===== src/hdl/hcbd_pkg.sv =====
`timescale 1ns / 1ps
// ============================================================================
// hcbd_pkg
// Shared types and constants for the chunked body decoder.
// ============================================================================
package hcbd_pkg;

    localparam int SIZE_BITS_DEF = 32;

    localparam int IN_TDATA_W  = 8;
    localparam int OUT_TDATA_W = 48;
    localparam int BYTE_W      = 8;
    localparam int DROP_W      = 32;
    localparam int STAT_W      = 2;

    localparam int OUT_BYTE_LSB = 0;
    localparam int OUT_STAT_LSB = OUT_BYTE_LSB + BYTE_W;
    localparam int OUT_DROP_LSB = OUT_STAT_LSB + STAT_W;
    localparam int OUT_PAD_W    = OUT_TDATA_W - OUT_DROP_LSB - DROP_W;

    typedef enum logic [STAT_W-1:0] {
        ST_ZERO      = 2'd0,
        ST_BETWEEN   = 2'd1,
        ST_CUT       = 2'd2,
        ST_MALFORMED = 2'd3
    } t_end_status;

    localparam logic [7:0] CHR_TAB   = 8'h09;
    localparam logic [7:0] CHR_LF    = 8'h0A;
    localparam logic [7:0] CHR_CR    = 8'h0D;
    localparam logic [7:0] CHR_SP    = 8'h20;
    localparam logic [7:0] CHR_PLUS  = 8'h2B;
    localparam logic [7:0] CHR_MINUS = 8'h2D;
    localparam logic [7:0] CHR_0     = 8'h30;
    localparam logic [7:0] CHR_9     = 8'h39;
    localparam logic [7:0] CHR_UA    = 8'h41;
    localparam logic [7:0] CHR_UF    = 8'h46;
    localparam logic [7:0] CHR_UX    = 8'h58;
    localparam logic [7:0] CHR_LA    = 8'h61;
    localparam logic [7:0] CHR_LCF   = 8'h66;
    localparam logic [7:0] CHR_LX    = 8'h78;

endpackage


===== src/hdl/http_chunked_body_decoder_unit.sv =====
`timescale 1ns / 1ps
// ============================================================================
// http_chunked_body_decoder_unit
// Chunked transfer body decoder: size lines parsed as base-16 numbers,
// payload words passed on, end status and drop count on the last word.
// ============================================================================
//  channel  | dir | tdata                               | tuser    | tlast
//  s_axis   | in  | [7:0] body byte                     | -        | end of body
//  m_axis   | out | [7:0] byte, [9:8] status, [41:10]   | has data | body done
//           |     | drop count, [47:42] zero            |          |
//
//  One word per clock sustained; input register then result register, so a
//  result is registered from its word as that word leaves the input register.
//  Words that produce nothing (size line, trailer skip) leave no result.
//  Decoder state is updated once per word taken from the input register.
//  i_rst_n is synchronous, active low; a stalled m_axis stalls s_axis.
// ============================================================================
module http_chunked_body_decoder_unit
    import hcbd_pkg::*;
#(
    parameter int SIZE_BITS = SIZE_BITS_DEF
) (
    input  logic                   i_clk,
    input  logic                   i_rst_n,
    input  logic                   i_s_axis_tvalid,
    output logic                   o_s_axis_tready,
    input  logic [IN_TDATA_W-1:0]  i_s_axis_tdata,   // [7:0] in_byte
    input  logic                   i_s_axis_tlast,   // end_of_body
    output logic                   o_m_axis_tvalid,
    input  logic                   i_m_axis_tready,
    output logic [OUT_TDATA_W-1:0] o_m_axis_tdata,   // data_byte, end_status, drop_count
    output logic                   o_m_axis_tuser,   // has_data
    output logic                   o_m_axis_tlast    // body_done
);

    typedef enum logic [2:0] {
        PH_LEAD, PH_SIGN, PH_ZERO, PH_DIGITS, PH_REST, PH_DATA, PH_SKIP, PH_DONE
    } t_phase;

    // input stage
    logic                r_in_valid;
    logic [BYTE_W-1:0]   r_in_byte;
    logic                r_in_last;

    // decoder state
    t_phase              r_phase, n_phase;
    logic [SIZE_BITS-1:0] r_accum, n_accum;
    logic [SIZE_BITS-1:0] r_left, n_left;
    logic [SIZE_BITS-1:0] r_emitted, n_emitted;
    logic                r_pending, n_pending;
    logic [1:0]          r_skip, n_skip;
    logic                r_minus, n_minus;
    t_end_status         r_final, n_final;

    // result stage
    logic                r_out_valid;
    logic [BYTE_W-1:0]   r_out_byte;
    logic                r_out_has;
    logic                r_out_last;
    t_end_status         r_out_stat;
    logic [DROP_W-1:0]   r_out_drop;

    logic                adv;
    logic                take;
    logic                emit;
    t_end_status         stat;
    logic [DROP_W-1:0]   drop;
    logic [63:0]         emitted_wide;
    t_phase              ph_a;
    logic                line_done;
    logic                is_digit;
    logic [3:0]          digit;
    logic [SIZE_BITS+3:0] acc_sum;
    logic [SIZE_BITS-1:0] acc_next;
    logic                is_space;

    assign adv             = !r_out_valid || i_m_axis_tready;
    assign take            = r_in_valid && adv;
    assign o_s_axis_tready = !r_in_valid || adv;

    always_comb begin
        is_digit = 1'b0;
        digit    = 4'd0;
        if (r_in_byte >= CHR_0 && r_in_byte <= CHR_9) begin
            is_digit = 1'b1;
            digit    = r_in_byte[3:0];
        end else if ((r_in_byte >= CHR_LA && r_in_byte <= CHR_LCF) ||
                     (r_in_byte >= CHR_UA && r_in_byte <= CHR_UF)) begin
            is_digit = 1'b1;
            digit    = r_in_byte[3:0] + 4'd9;
        end
        is_space = (r_in_byte == CHR_SP) || (r_in_byte inside {[CHR_TAB:CHR_CR]});
        acc_sum  = {r_accum, 4'b0000} + (SIZE_BITS+4)'(digit);
        acc_next = (acc_sum[SIZE_BITS+3:SIZE_BITS] != 4'd0) ? '1 : acc_sum[SIZE_BITS-1:0];
    end

    always_comb begin
        n_phase   = r_phase;
        n_accum   = r_accum;
        n_left    = r_left;
        n_emitted = r_emitted;
        n_pending = r_pending;
        n_skip    = r_skip;
        n_minus   = r_minus;
        n_final   = r_final;
        emit      = 1'b0;
        line_done = 1'b0;
        ph_a      = r_phase;

        case (r_phase)
            PH_LEAD, PH_SIGN, PH_ZERO, PH_DIGITS, PH_REST: begin
                if (r_pending) begin
                    n_pending = 1'b0;
                    if (r_in_byte == CHR_LF) begin
                        line_done = 1'b1;
                        if (r_minus) begin
                            n_phase = PH_DONE;
                            n_final = ST_MALFORMED;
                        end else if (r_accum == '0) begin
                            n_phase = PH_DONE;
                            n_final = ST_ZERO;
                        end else begin
                            n_left    = r_accum;
                            n_emitted = '0;
                            n_phase   = PH_DATA;
                        end
                    end else begin
                        // lone CR counts as a line character
                        ph_a = (r_phase == PH_LEAD) ? PH_LEAD : PH_REST;
                    end
                end
                if (!line_done) begin
                    n_phase = ph_a;
                    if (r_in_byte == CHR_CR) begin
                        n_pending = 1'b1;
                    end else begin
                        case (ph_a)
                            PH_LEAD, PH_SIGN: begin
                                if (ph_a == PH_LEAD && is_space) begin
                                    n_phase = PH_LEAD;
                                end else if (ph_a == PH_LEAD && r_in_byte == CHR_PLUS) begin
                                    n_phase = PH_SIGN;
                                end else if (ph_a == PH_LEAD && r_in_byte == CHR_MINUS) begin
                                    n_minus = 1'b1;
                                    n_phase = PH_SIGN;
                                end else if (r_in_byte == CHR_0) begin
                                    n_phase = PH_ZERO;
                                end else if (is_digit) begin
                                    n_accum = acc_next;
                                    n_phase = PH_DIGITS;
                                end else begin
                                    n_phase = PH_REST;
                                end
                            end
                            PH_ZERO, PH_DIGITS: begin
                                if (ph_a == PH_ZERO &&
                                    (r_in_byte == CHR_LX || r_in_byte == CHR_UX)) begin
                                    n_phase = PH_DIGITS;
                                end else if (is_digit) begin
                                    n_accum = acc_next;
                                    n_phase = PH_DIGITS;
                                end else begin
                                    n_phase = PH_REST;
                                end
                            end
                            default: begin
                                n_phase = ph_a;
                            end
                        endcase
                    end
                end
            end
            PH_DATA: begin
                emit      = 1'b1;
                n_left    = r_left - SIZE_BITS'(1);
                n_emitted = r_emitted + SIZE_BITS'(1);
                if (n_left == '0) begin
                    n_phase = PH_SKIP;
                    n_skip  = 2'd2;
                end
            end
            PH_SKIP: begin
                n_skip = r_skip - 2'd1;
                if (n_skip == 2'd0) begin
                    n_phase = PH_LEAD;
                    n_accum = '0;
                    n_minus = 1'b0;
                end
            end
            default: begin
                n_phase = r_phase;
            end
        endcase

        emitted_wide = 64'(n_emitted);
        stat = ST_ZERO;
        drop = '0;
        if (r_in_last) begin
            if (n_phase == PH_DONE) begin
                stat = n_final;
            end else if (n_phase == PH_DATA) begin
                stat = ST_CUT;
                drop = (emitted_wide[63:DROP_W] != '0) ? '1 : emitted_wide[DROP_W-1:0];
            end else begin
                stat = ST_BETWEEN;
            end
        end
    end

    always_ff @(posedge i_clk) begin
        if (!i_rst_n) begin
            r_in_valid  <= 1'b0;
            r_out_valid <= 1'b0;
            r_phase     <= PH_LEAD;
            r_accum     <= '0;
            r_left      <= '0;
            r_emitted   <= '0;
            r_pending   <= 1'b0;
            r_skip      <= 2'd0;
            r_minus     <= 1'b0;
            r_final     <= ST_ZERO;
        end else begin
            if (o_s_axis_tready) begin
                r_in_valid <= i_s_axis_tvalid;
                r_in_byte  <= i_s_axis_tdata[BYTE_W-1:0];
                r_in_last  <= i_s_axis_tlast;
            end
            if (adv) begin
                r_out_valid <= take && (emit || r_in_last);
                r_out_byte  <= emit ? r_in_byte : '0;
                r_out_has   <= emit;
                r_out_last  <= r_in_last;
                r_out_stat  <= stat;
                r_out_drop  <= drop;
            end
            if (take) begin
                if (r_in_last) begin
                    r_phase   <= PH_LEAD;
                    r_accum   <= '0;
                    r_left    <= '0;
                    r_emitted <= '0;
                    r_pending <= 1'b0;
                    r_skip    <= 2'd0;
                    r_minus   <= 1'b0;
                    r_final   <= ST_ZERO;
                end else begin
                    r_phase   <= n_phase;
                    r_accum   <= n_accum;
                    r_left    <= n_left;
                    r_emitted <= n_emitted;
                    r_pending <= n_pending;
                    r_skip    <= n_skip;
                    r_minus   <= n_minus;
                    r_final   <= n_final;
                end
            end
        end
    end

    assign o_m_axis_tvalid = r_out_valid;
    assign o_m_axis_tdata  = {{OUT_PAD_W{1'b0}}, r_out_drop, r_out_stat, r_out_byte};
    assign o_m_axis_tuser  = r_out_has;
    assign o_m_axis_tlast  = r_out_last;

endmodule


===== config.mk =====
export PLATFORM = sky130hd
export DESIGN_NAME = http_chunked_body_decoder_unit
export DESIGN_NICKNAME = d
export VERILOG_FILES = /design/src/hdl/hcbd_pkg.sv /design/src/hdl/http_chunked_body_decoder_unit.sv
export SDC_FILE = /design/constraint.sdc
export NUM_CORES = 1
export LEC_CHECK = 0
export BUFFER_PORTS_ARGS = -buffer_cell sky130_fd_sc_hd__clkbuf_2
export CAP_MARGIN = 40
export CORE_AREA = 2 2 132 134
export CTS_CLUSTER_SIZE = 28
export DETAILED_ROUTE_END_ITERATION = 7
export DIE_AREA = 0 0 134 136
export GPL_TIMING_DRIVEN = 0
export MAX_ROUTING_LAYER = met4
export PLACE_DENSITY = 0.83
export SLEW_MARGIN = 30
export SYNTH_ARGS = -nofsm -noshare
export SYNTH_HDL_FRONTEND = slang
export SYNTH_SLANG_ARGS = --single-unit

===== constraint.sdc =====
create_clock -name i_clk -period 3 [get_ports i_clk]
set_input_delay 0 -clock i_clk [delete_from_list [all_inputs] [get_ports i_clk]]
set_output_delay 0 -clock i_clk [all_outputs]
set_load 0.005 [all_outputs]

==> results of run 1 <==
-- state kept, by name, indices dropped and copies added, names as in the netlist --
name and flops:
o_m_axis_tlast 1, o_m_axis_tuser 1, o_m_axis_tvalid 1, r_accum 32, r_emitted 32, r_final 2
r_in_byte 8, r_in_last 1, r_in_valid 1, r_left 32, r_minus 1, r_out_byte 8
r_out_drop 32, r_out_stat 2, r_pending 1, r_phase 3, r_skip 2
-- logic make-up (layout without fill, tap and decap cells) --
group / after synthesis / in the layout
buffers and inverters: 115 / 259
muxes: 2 / 2
adders and majority gates: 9 / 9
and+or+nand+nor: 444 / 444
other: 1 / 6
AOI/OAI and AO/OA: 321 / 321
DFF: 160 / 160
xor gates and xnor gates: 9 / 9
-- layout by cell type, fill, tap and decap left out, types with 7 or more instances in the layout --
master and instances:
o2bb2ai_1 32, a22oi_1 13, dlygate4sd3_1 12, nand4_1 15
nor3_1 34, o21a_1 7, a2111oi_0 8, clkbuf_16 17
nor2b_1 34, o31ai_1 11, o21ai_0 79, buf_4 53
ha_1 7, clkbuf_2 65, o31a_1 14, dfxtp_1 97
nor2_1 99, nor3_2 18, inv_1 15, a31oi_1 9
nor3_4 7, or3_1 13, buf_6 12, a21oi_1 71
buf_2 8, clkbuf_1 48, nand3_1 40, edfxtp_1 53
nor4_1 22, nand2_1 62, and3_1 10, nor4_4 7
o211ai_1 7, and2_1 22
-- metrics by stage --
| step | power [mW] | std cells | hold slack [ns] | area [µm²] | utilization (%) |
|---|---|---|---|---|---|
| floorplan | 2.487 | 1066 | 0.09887 | 9066 | - |
| global placement | 2.586 | 1348 | 0.1769 | 9633 | 57.08 |
| detailed placement | 2.593 | 1349 | 0.1786 | 9654 | 57.21 |
| CTS | 4.615 | 1425 | 0.2280 | 10810 | 64.07 |
| global route | 4.751 | 1435 | 0.2627 | 11250 | 66.64 |
| finish | 4.654 | 1435 | 0.2607 | 11250 | 66.64 |
-- final cells by class --
cell class                      instances  area, µm²  share of cell area (%)
Buffer                                 87      474.2                   4.216
Clock buffer                           19      432.9                   3.849
Clock inverter                         13      102.6                  0.9122
Inverter                               18      67.56                  0.6007
Multi-Input combinational cell        791       5259                   46.76
Sequential cell                       160       3756                   33.40
Tap cell                              225      281.5                   2.503
Timing Repair Buffer                  122      873.3                   7.765
-- layer usage --
metal,vias up,global-route usage (%),share of wire [%]
li1,4234,-,-
met2,674,55.30,48
met1,4365,40.11,37
met3,164,8.016,9.4
met5,-,-,0
met4,0,16.43,5.9
-- how the worst min path moves through the flow --
stage | from | end | depth (start not counted)
2_1_floorplan | i_s_axis_tdata[0] | r_in_byte[0] | 0
3_3_place_gp | i_s_axis_tdata[7] | r_in_byte[7] | 1
3_5_place_dp | i_s_axis_tlast | r_in_last | 1
4_1_cts | i_rst_n | r_left[20] | 3
5_1_grt | i_s_axis_tlast | r_in_last | 2
6_report | i_rst_n | r_accum[1] | 4
-- worst max-delay path, delay by kind of cell (launching register included) --
family | cells | cell delay [ns]
simple gates | 5 | 1.20
compound gates | 3 | 0.66
flops | 1 | 0.36
buf+inv | 5 | 0.67
-- power by group through the flow --
stage	clock network, mW	registers (mW)	logic [mW]
final	2.05	2.28	0.325
after global routing	2.12	2.29	0.344
after CTS	2.03	2.29	0.296
after detailed placement	0	2.34	0.256
after global placement	0	2.34	0.249
after floorplan	0	2.34	0.150
-- repair_timing --
item	4_1_cts	5_1_grt
hold endpoints to repair	11	0
resized for setup	56	103
gates cloned	4	0
setup buffers	29	21
endpoints found under the setup margin	131	126
pin swaps	22	34
hold buffers	12	0
==> reports/metrics.cfg, run 1 <==
[status]
status=finished, violations left
violations=negative setup slack

[pwr]
p_clk_share_pct=43.9
swShare_pct=25.63
p_per_area_nw_per_um2=413.8
power.switching_mw=1.193
total_leakage_power_nw=4.039
sequentialPowerShare_pct=49.1
internal-power_mw=3.461
combPwrFrac_pct=7.0
ir_drop_uv=438.3

[setup_path]
r2r-end=r_out_drop[1]
critPathLaunchType=flip-flop
path_cells=or3_4 -> or3_4 -> buf_8 -> o41ai_4 -> nand2_2 -> nor4_4 -> buf_6 -> a21oi_4 -> o21ai_4 -> buf_12 -> buf_6 -> buf_8 -> nor3_1
crit_type=reg -> reg
worstPathArrival_ns=3.37
reg2reg_depth=13
cp_slowest_cell=or3_4
endpoint_kind=flip-flop
crit_path_end=r_out_drop[1]
critical_path.startpoint=r_left[15]
cp_max_fo=6
critPathRequiredTime_ns=3.19
timing.rr.start=r_left[15]
r2r_slack_ns=-0.18
slowest_delay_ns=0.38

[synthesis]
ys_warn_count=0
yosys.area_share.adder_pct=1.245
yosys-top-cells-count=107 x dfxtp_1, 99 x nor2_1, 80 x o21ai_0, 72 x a21oi_1
synth_top_family_by_area=simple AND/OR/NAND/NOR gates
post_synth_num_cell_types=85
synth_top_flop_cell=dfxtp_1
synth-simple-area-share_pct=26.61
synth_edf_count=53
syn_inst=1061
synth_compound_area_share_pct=24.01
synth_most_common_cell=dfxtp_1
async_flop_share_pct=0
ys_ff_latch=160
yosys.area.top_type=dfxtp_1
synthTopCellsByArea=dfxtp_1 24%, edfxtp_1 18%, o21ai_0 4.4%
syn-cell-area_um2=9047
synth_top_area_share_pct=23.68
synthMuxAreaShare_pct=0.2213
synthXorXnorAreaFrac_pct=0.8712
synth_area_per_cell_um2=8.527
synth-seq-area-share_pct=41.27

[sta]
fin_tns_setup_ns=-4.431
fmax_mhz=314.3
rsz0062_at_grt=true
timing_hold_violations_final=0
relSlewSlack_pct=44.15
slew_viol_final=0
post-route-period-util_pct=106.1
worstMarginPinSlew_ns=0.8378
setup_slack_ns=-0.1818
fin_skew_ns=0.01018
min_period_ns=3.182
setup_viol=34

[drt]
via_count=9437
drc=0
routedWlPerCell_um=21.25
drtPass1Iterations=6
vias_per_cell=6.576
routed_wl_um=30500
drt-initial-drc-count=1215
drtAntennaViolNets=0

[layout]
drive_gt1_share_pct=23.39
antenna_cells=0
syn2layout_area_growth_pct=24.31
fill_cells=1348
final_nets=1219

[placement]
hpwl_um=20380
portBuffers=57
pre_cts_slack_ns=-0.9477
gp_congestion=1.036

[clocking]
cts_max_level=4
cts_buffers=17
cts_tree=yes
path_clk_slew_ns=0.07
insertion_delay_ns=0.45
cts_root_buf=clkbuf_16
clockBufferDepth=2
clock-sinks=160

[global_route]
grt_usage_pct=34.11
grt_pass1_vias=8672
grt_max_degree=31
grt_antenna_before_repair=0
grt_pass1_wl_um=46820
overflow=0

[die]
core_um2=16880
die_w_um=134
initial_core_util_pct=53.61
row_count=48
io_pins=65
dieArea_um2=18220
die_h_um=136

[job]
drv_cap=0

[hold_path]
holdCritPathClass=in -> reg

(Power assumes the default switching activity.)
==> run 2, diff against run 1 <==
--- a/config.mk
+++ b/config.mk
@@ -14,6 +14,7 @@
 export GPL_TIMING_DRIVEN = 0
 export MAX_ROUTING_LAYER = met4
 export PLACE_DENSITY = 0.83
+export SKIP_CTS_REPAIR_TIMING = 1
 export SLEW_MARGIN = 30
 export SYNTH_ARGS = -nofsm -noshare
 export SYNTH_HDL_FRONTEND = slang
==> run 2 against run 1 <==
The run still ends with negative setup slack left. Power rose by 0.20%. Routed wire length shrank 2.0%. Clock skew grew 0.0017 ns. Utilization shrank 1.4 points. Flip-flop and latch count did not move.
==> reports/metrics.cfg, run 2 (same netlist as run 1, synthesis figures left out) <==
[sta]
fin_skew_ns=0.01193  ; +0.001747 ns
post-route-period-util_pct=106.3  ; +0.28 points
setup_viol=34  ; unchanged
worstMarginPinSlew_ns=0.8337  ; -0.004122 ns
fmax_mhz=313.5  ; -0.26%
slew_viol_final=0  ; unchanged
hold_slack_ns=0.2569  ; -0.003776 ns
min_period_ns=3.190  ; +0.008421 ns
relSlewSlack_pct=44.42  ; +0.27 points
fin_tns_setup_ns=-5.549  ; -1.117 ns
timing_hold_violations_final=0  ; unchanged
rsz0062_at_grt=true
setup_slack_ns=-0.1903  ; -0.008421 ns

[setup_path]
critPathLaunchType=flip-flop
critPathRequiredTime_ns=3.20  ; about the same
crit_type=reg -> reg
endpoint_kind=flip-flop
cp_max_fo=6  ; unchanged
worstPathArrival_ns=3.39  ; +0.02 ns
critical_path.startpoint=r_left[22]
r2r_slack_ns=-0.19  ; about the same
crit_path_end=r_out_drop[26]
r2r-end=r_out_drop[26]
timing.rr.start=r_left[22]
reg2reg_depth=11  ; -2

[layout]
drive_gt1_share_pct=19.92  ; -3.5 points
fin_cells=1420  ; -1.0%
fill_cells=1397  ; +3.6%
syn2layout_area_growth_pct=21.71
final_common_cell=dfxtp_1
final_nets=1204  ; -1.2%
antenna_cells=0  ; unchanged
stdcell_area_um2=11010  ; -2.1%
layout_common_cells=104 x dfxtp_1, 99 x nor2_1, 80 x o21ai_0, 71 x a21oi_1, 68 x clkbuf_2

[hold_path]
holdCritPathClass=in -> reg

[die]
core_um2=16880  ; unchanged
die_h_um=136  ; unchanged
initial_core_util_pct=53.61  ; unchanged
dieArea_um2=18220  ; unchanged
row_count=48  ; unchanged
die_w_um=134  ; unchanged
io_pins=65  ; unchanged

[global_route]
grt_max_degree=31  ; unchanged
grt_pass1_wl_um=44460  ; -5.0%
grt_pass1_vias=8304  ; -4.2%
grt_antenna_before_repair=0  ; unchanged
overflow=0  ; unchanged
grt_usage_pct=32.48  ; -1.6 points

[status]
status=finished, violations left
violations=negative setup slack

[placement]
post_dp_cell_area_um2=9654  ; unchanged
portBuffers=57  ; unchanged
pre_cts_slack_ns=-0.9477  ; unchanged
dp.cells=1349  ; unchanged
gp_congestion=1.036  ; unchanged
hpwl_um=20380  ; unchanged

[job]
drv_cap=0  ; unchanged

[pwr]
ir_drop_uv=439.6  ; +0.29%
total_leakage_power_nw=3.939  ; -2.5%
p_per_area_nw_per_um2=423.5  ; +2.3%

[clocking]
cts_max_level=4  ; unchanged
insertion_delay_ns=0.45  ; about the same
cts_tree=yes
path_clk_slew_ns=0.07  ; about the same
clockBufferDepth=2  ; unchanged
clock-sinks=160  ; unchanged
cts_root_buf=clkbuf_16
cts_buffers=17  ; unchanged

[drt]
drt-initial-drc-count=1155  ; -4.9%
vias_per_cell=6.537  ; -0.59%
drtPass1Iterations=8  ; +2
via_count=9283  ; -1.6%
routedWlPerCell_um=21.04  ; -0.98%
drc=0  ; unchanged
routed_wl_um=29880  ; -2.0%
drtAntennaViolNets=0  ; unchanged

==> run 2: cell count changes in the layout (fill, tap and decap cells not counted), moves of 4 or more <==
cell,previous run,this run
nor3_2,18,6
nor3_4,7,1
clkbuf_4,2,6
buf_6,12,7
dfxtp_1,97,104
nor3_1,34,52
clkbuf_16,17,21
dfxtp_2,6,2
buf_4,53,33
==> run 2: final cells by class <==
| cell class | count | area, µm² | area share [%] |
|---|---|---|---|
| clock buffers | 19 | 432.9 | 3.931 |
| plain buffers | 90 | 503.0 | 4.568 |
| multi-input cells | 791 | 5089 | 46.21 |
| well taps | 225 | 281.5 | 2.557 |
| repair buffers | 104 | 795.8 | 7.226 |
| inverters | 18 | 67.56 | 0.6136 |
| flip-flops and latches | 160 | 3740 | 33.96 |
| clock inverters | 13 | 102.6 | 0.9317 |
==> run 2: metrics by stage <==
stage	util, %	power [mW]
detailed placement	57.21	2.593
floorplan	-	2.487
finish	65.25	4.663
global route	65.25	4.761
CTS	60.38	4.580
global placement	57.08	2.586
==> run 2: how the worst min path moves through the flow <==
stage,startpoint,endpoint,slack (ns),depth (start not counted)
CTS,i_s_axis_tdata[5],r_in_byte[5],-0.28,1
detailed placement,i_s_axis_tlast,r_in_last,0.18,1
global placement,i_s_axis_tdata[7],r_in_byte[7],0.18,1
finish,i_rst_n,r_emitted[23],0.26,3
floorplan,i_s_axis_tdata[0],r_in_byte[0],0.1,0
global route,i_s_axis_tdata[7],r_in_byte[7],0.27,2
==> run 2: worst max-delay path, stage by stage (launching register included) <==
cell and delay (ns):
dfxtp_1 0.34, or4_4 0.54, buf_6 0.14, or3_4 0.42, nor4_4 0.28, xnor2_1 0.22, and4_4 0.33, nand2_4 0.07
o21ai_4 0.21, buf_12 0.19, clkbuf_16 0.15, nor3b_1 0.04
==> run 2: where the power goes <==
group	internal (mW)	switching [mW]	leakage [nW]
registers	2.27	0.0184	1.40
logic	0.129	0.197	2.27
clock network	1.07	0.977	0.268
total	3.47	1.19	3.94
==> run 2: per-layer routing <==
| metal | part of all wire, % | GRT usage, % | vias to the layer above | routed length, µm |
|---|---|---|---|---|
| met5 | 0 | - | - | 0 |
| met4 | 5.3 | 15.01 | 0 | 1578 |
| met3 | 9.4 | 7.905 | 129 | 2812 |
| met2 | 48 | 52.36 | 632 | 14280 |
| met1 | 38 | 38.52 | 4330 | 11210 |
| li1 | - | - | 4192 | - |
==> run 3, diff against run 2 <==
--- a/config.mk
+++ b/config.mk
@@ -8,14 +8,16 @@
 export BUFFER_PORTS_ARGS = -buffer_cell sky130_fd_sc_hd__clkbuf_2
 export CAP_MARGIN = 40
 export CORE_AREA = 2 2 132 134
-export CTS_CLUSTER_SIZE = 28
+export CTS_CLUSTER_SIZE = 40
 export DETAILED_ROUTE_END_ITERATION = 7
 export DIE_AREA = 0 0 134 136
 export GPL_TIMING_DRIVEN = 0
 export MAX_ROUTING_LAYER = met4
 export PLACE_DENSITY = 0.83
+export SETUP_SLACK_MARGIN = 0.2
 export SKIP_CTS_REPAIR_TIMING = 1
 export SLEW_MARGIN = 30
 export SYNTH_ARGS = -nofsm -noshare
 export SYNTH_HDL_FRONTEND = slang
 export SYNTH_SLANG_ARGS = --single-unit
+export TNS_END_PERCENT = 5
==> run 3 against run 2 <==
The run ends with design-rule violations, negative setup slack left. Sequential power hardly changed. Flip-flop and latch count stayed put. Global-route usage is 0.97 points lower. Power is 2.4% higher. Fmax is 0.25% lower. Utilization is 1.3 points higher. Clock skew is 0.0019 ns lower. Routed wire length is 0.28% lower. Register-to-register slack hardly changed. Non-clock buffer count is 14 higher. Critical path depth stayed put. Final area is 2.1% higher. Largest power group unchanged. Highest routed layer unchanged.
==> reports/metrics.cfg, run 3 (same netlist as run 1, synthesis figures left out) <==
[status]
status=finished, violations left
violations=design-rule violations, negative setup slack

[setup_path]
cp_max_fo=10  ; +4
endpoint_kind=flip-flop
worstPathArrival_ns=3.48  ; +0.09 ns
critPathRequiredTime_ns=3.28  ; +0.08 ns
critPathLaunchType=flip-flop
crit_type=reg -> reg

[layout]
drive_gt1_share_pct=22.17  ; +2.3 points
fill_cells=1324  ; -5.2%
layout_common_cells=101 x dfxtp_1, 99 x nor2_1, 78 x o21ai_0, 75 x clkbuf_2, 71 x a21oi_1
antenna_cells=0  ; unchanged
final_common_cell=dfxtp_1
syn2layout_area_growth_pct=24.22
final_nets=1218  ; +1.2%

[drt]
drt-initial-drc-count=1260  ; +9.1%
drtAntennaViolNets=0  ; unchanged
vias_per_cell=6.469  ; -1.0%
drc=1  ; +1
drtPass1Iterations=8  ; unchanged
routedWlPerCell_um=20.78  ; -1.3%
via_count=9277  ; -0.065%
routed_wl_um=29800  ; -0.28%

[clocking]
cts_buffers=17  ; unchanged
clock-sinks=160  ; unchanged
path_clk_slew_ns=0.07  ; about the same
cts_max_level=4  ; unchanged
clockBufferDepth=2  ; unchanged
cts_tree=yes
cts_root_buf=clkbuf_16
insertion_delay_ns=0.44  ; about the same

[die]
die_w_um=134  ; unchanged
dieArea_um2=18220  ; unchanged
core_um2=16880  ; unchanged
row_count=48  ; unchanged
die_h_um=136  ; unchanged
io_pins=65  ; unchanged
initial_core_util_pct=53.61  ; unchanged

[global_route]
grt_usage_pct=31.51  ; -0.97 points
overflow=0  ; unchanged
grt_max_degree=32  ; +3.2%
grt_pass1_wl_um=43310  ; -2.6%
grt_pass1_vias=8215  ; -1.1%
grt_antenna_before_repair=0  ; unchanged

[placement]
pre_cts_slack_ns=-0.5581  ; +0.3896 ns
gp_congestion=1.034  ; -0.20%
portBuffers=57  ; unchanged
hpwl_um=20010  ; -1.8%

[sta]
fin_tns_setup_ns=-5.216  ; +0.3322 ns
fmax_mhz=312.7  ; -0.25%
slew_viol_final=0  ; unchanged
timing_hold_violations_final=0  ; unchanged
worstMarginPinSlew_ns=0.7934  ; -0.04033 ns
min_period_ns=3.198  ; +0.008141 ns
relSlewSlack_pct=47.11  ; +2.7 points
setup_slack_ns=-0.1984  ; -0.008141 ns
rsz0062_at_grt=true
setup_viol=35  ; +2.9%
fin_skew_ns=0.009985  ; -0.001944 ns
post-route-period-util_pct=106.6  ; +0.27 points

[hold_path]
holdCritPathClass=in -> reg

[pwr]
ir_drop_uv=426.0  ; -3.1%
p_per_area_nw_per_um2=424.8  ; +0.31%
total_leakage_power_nw=4.001  ; +1.6%

[job]
drv_cap=0  ; unchanged

## run 3: changes by cell type in the layout (fill, tap and decap cells not counted), moves of 3 or more
cell,previous run,this run
a2111oi_1,0,3
dfxtp_2,2,5
clkinv_1,1,4
dfxtp_1,104,101
clkbuf_2,68,75
nor3_1,52,33
nor3_4,1,6
nor3_2,6,20
a2111oi_0,8,5
buf_4,33,42
## run 3: per-layer routing
layer  up-vias  part of all wire (%)  GRT usage [%]
li1       4214                     -              -
met1      4321                    40          38.85
met2       607                    46          49.17
met3       135                   9.6          6.823
met4         0                   5.1          15.60
met5         -                     0              -
## run 3: stage by stage
step                      total power [mW]  instances  hold slack [ns]  util (%)  instance area, µm²
after global routing                 4.895       1434           0.2696     66.59               11240
final                                4.774       1434           0.2170     66.59               11240
after global placement               2.586       1348           0.1766     57.37                9682
after detailed placement             2.593       1350           0.1786     57.54                9711
after CTS                            4.699       1382          -0.2698     60.93               10280
after floorplan                      2.487       1066          0.09887         -                9115
## run 3: final cells by class
class | instances | area, µm² | area share [%]
clock buffers | 19 | 432.9 | 3.852
flip-flops and latches | 160 | 3744 | 33.31
plain buffers | 97 | 580.6 | 5.166
repair buffers | 111 | 829.5 | 7.381
clock inverters | 13 | 138.9 | 1.236
well taps | 225 | 281.5 | 2.505
inverters | 18 | 67.56 | 0.6012
multi-input cells | 791 | 5164 | 45.95
## run 3: worst max-delay path, stage by stage, from the launching register on
cell and delay [ns]:
edfxtp_1 0.43, clkbuf_2 0.24, nor4b_1 0.64, nand3_1 0.30, a21oi_1 0.22, o211ai_1 0.12
a32oi_1 0.30, and2_4 0.22, o21ai_4 0.08, buf_12 0.17, clkbuf_16 0.15, nor3b_2 0.17
## run 3: worst paths after layout
kind / startpoint / to / slack, ns / depth (start not counted)
min: i_rst_n / r_emitted[28] / 0.22 / 3
max reg2reg: r_in_byte[3] / r_out_drop[30] / -0.20 / 11
max: r_in_byte[3] / r_out_drop[30] / -0.20 / 11
min reg2reg: r_accum[29] / r_accum[29] / 0.49 / 1
## run 3: power breakdown
| part | internal [mW] | leakage [nW] | total (mW) | switching, mW |
|---|---|---|---|---|
| Combinational | 0.128 | 2.32 | 0.328 | 0.201 |
| Sequential | 2.27 | 1.40 | 2.29 | 0.0181 |
| Clock | 1.23 | 0.276 | 2.16 | 0.930 |
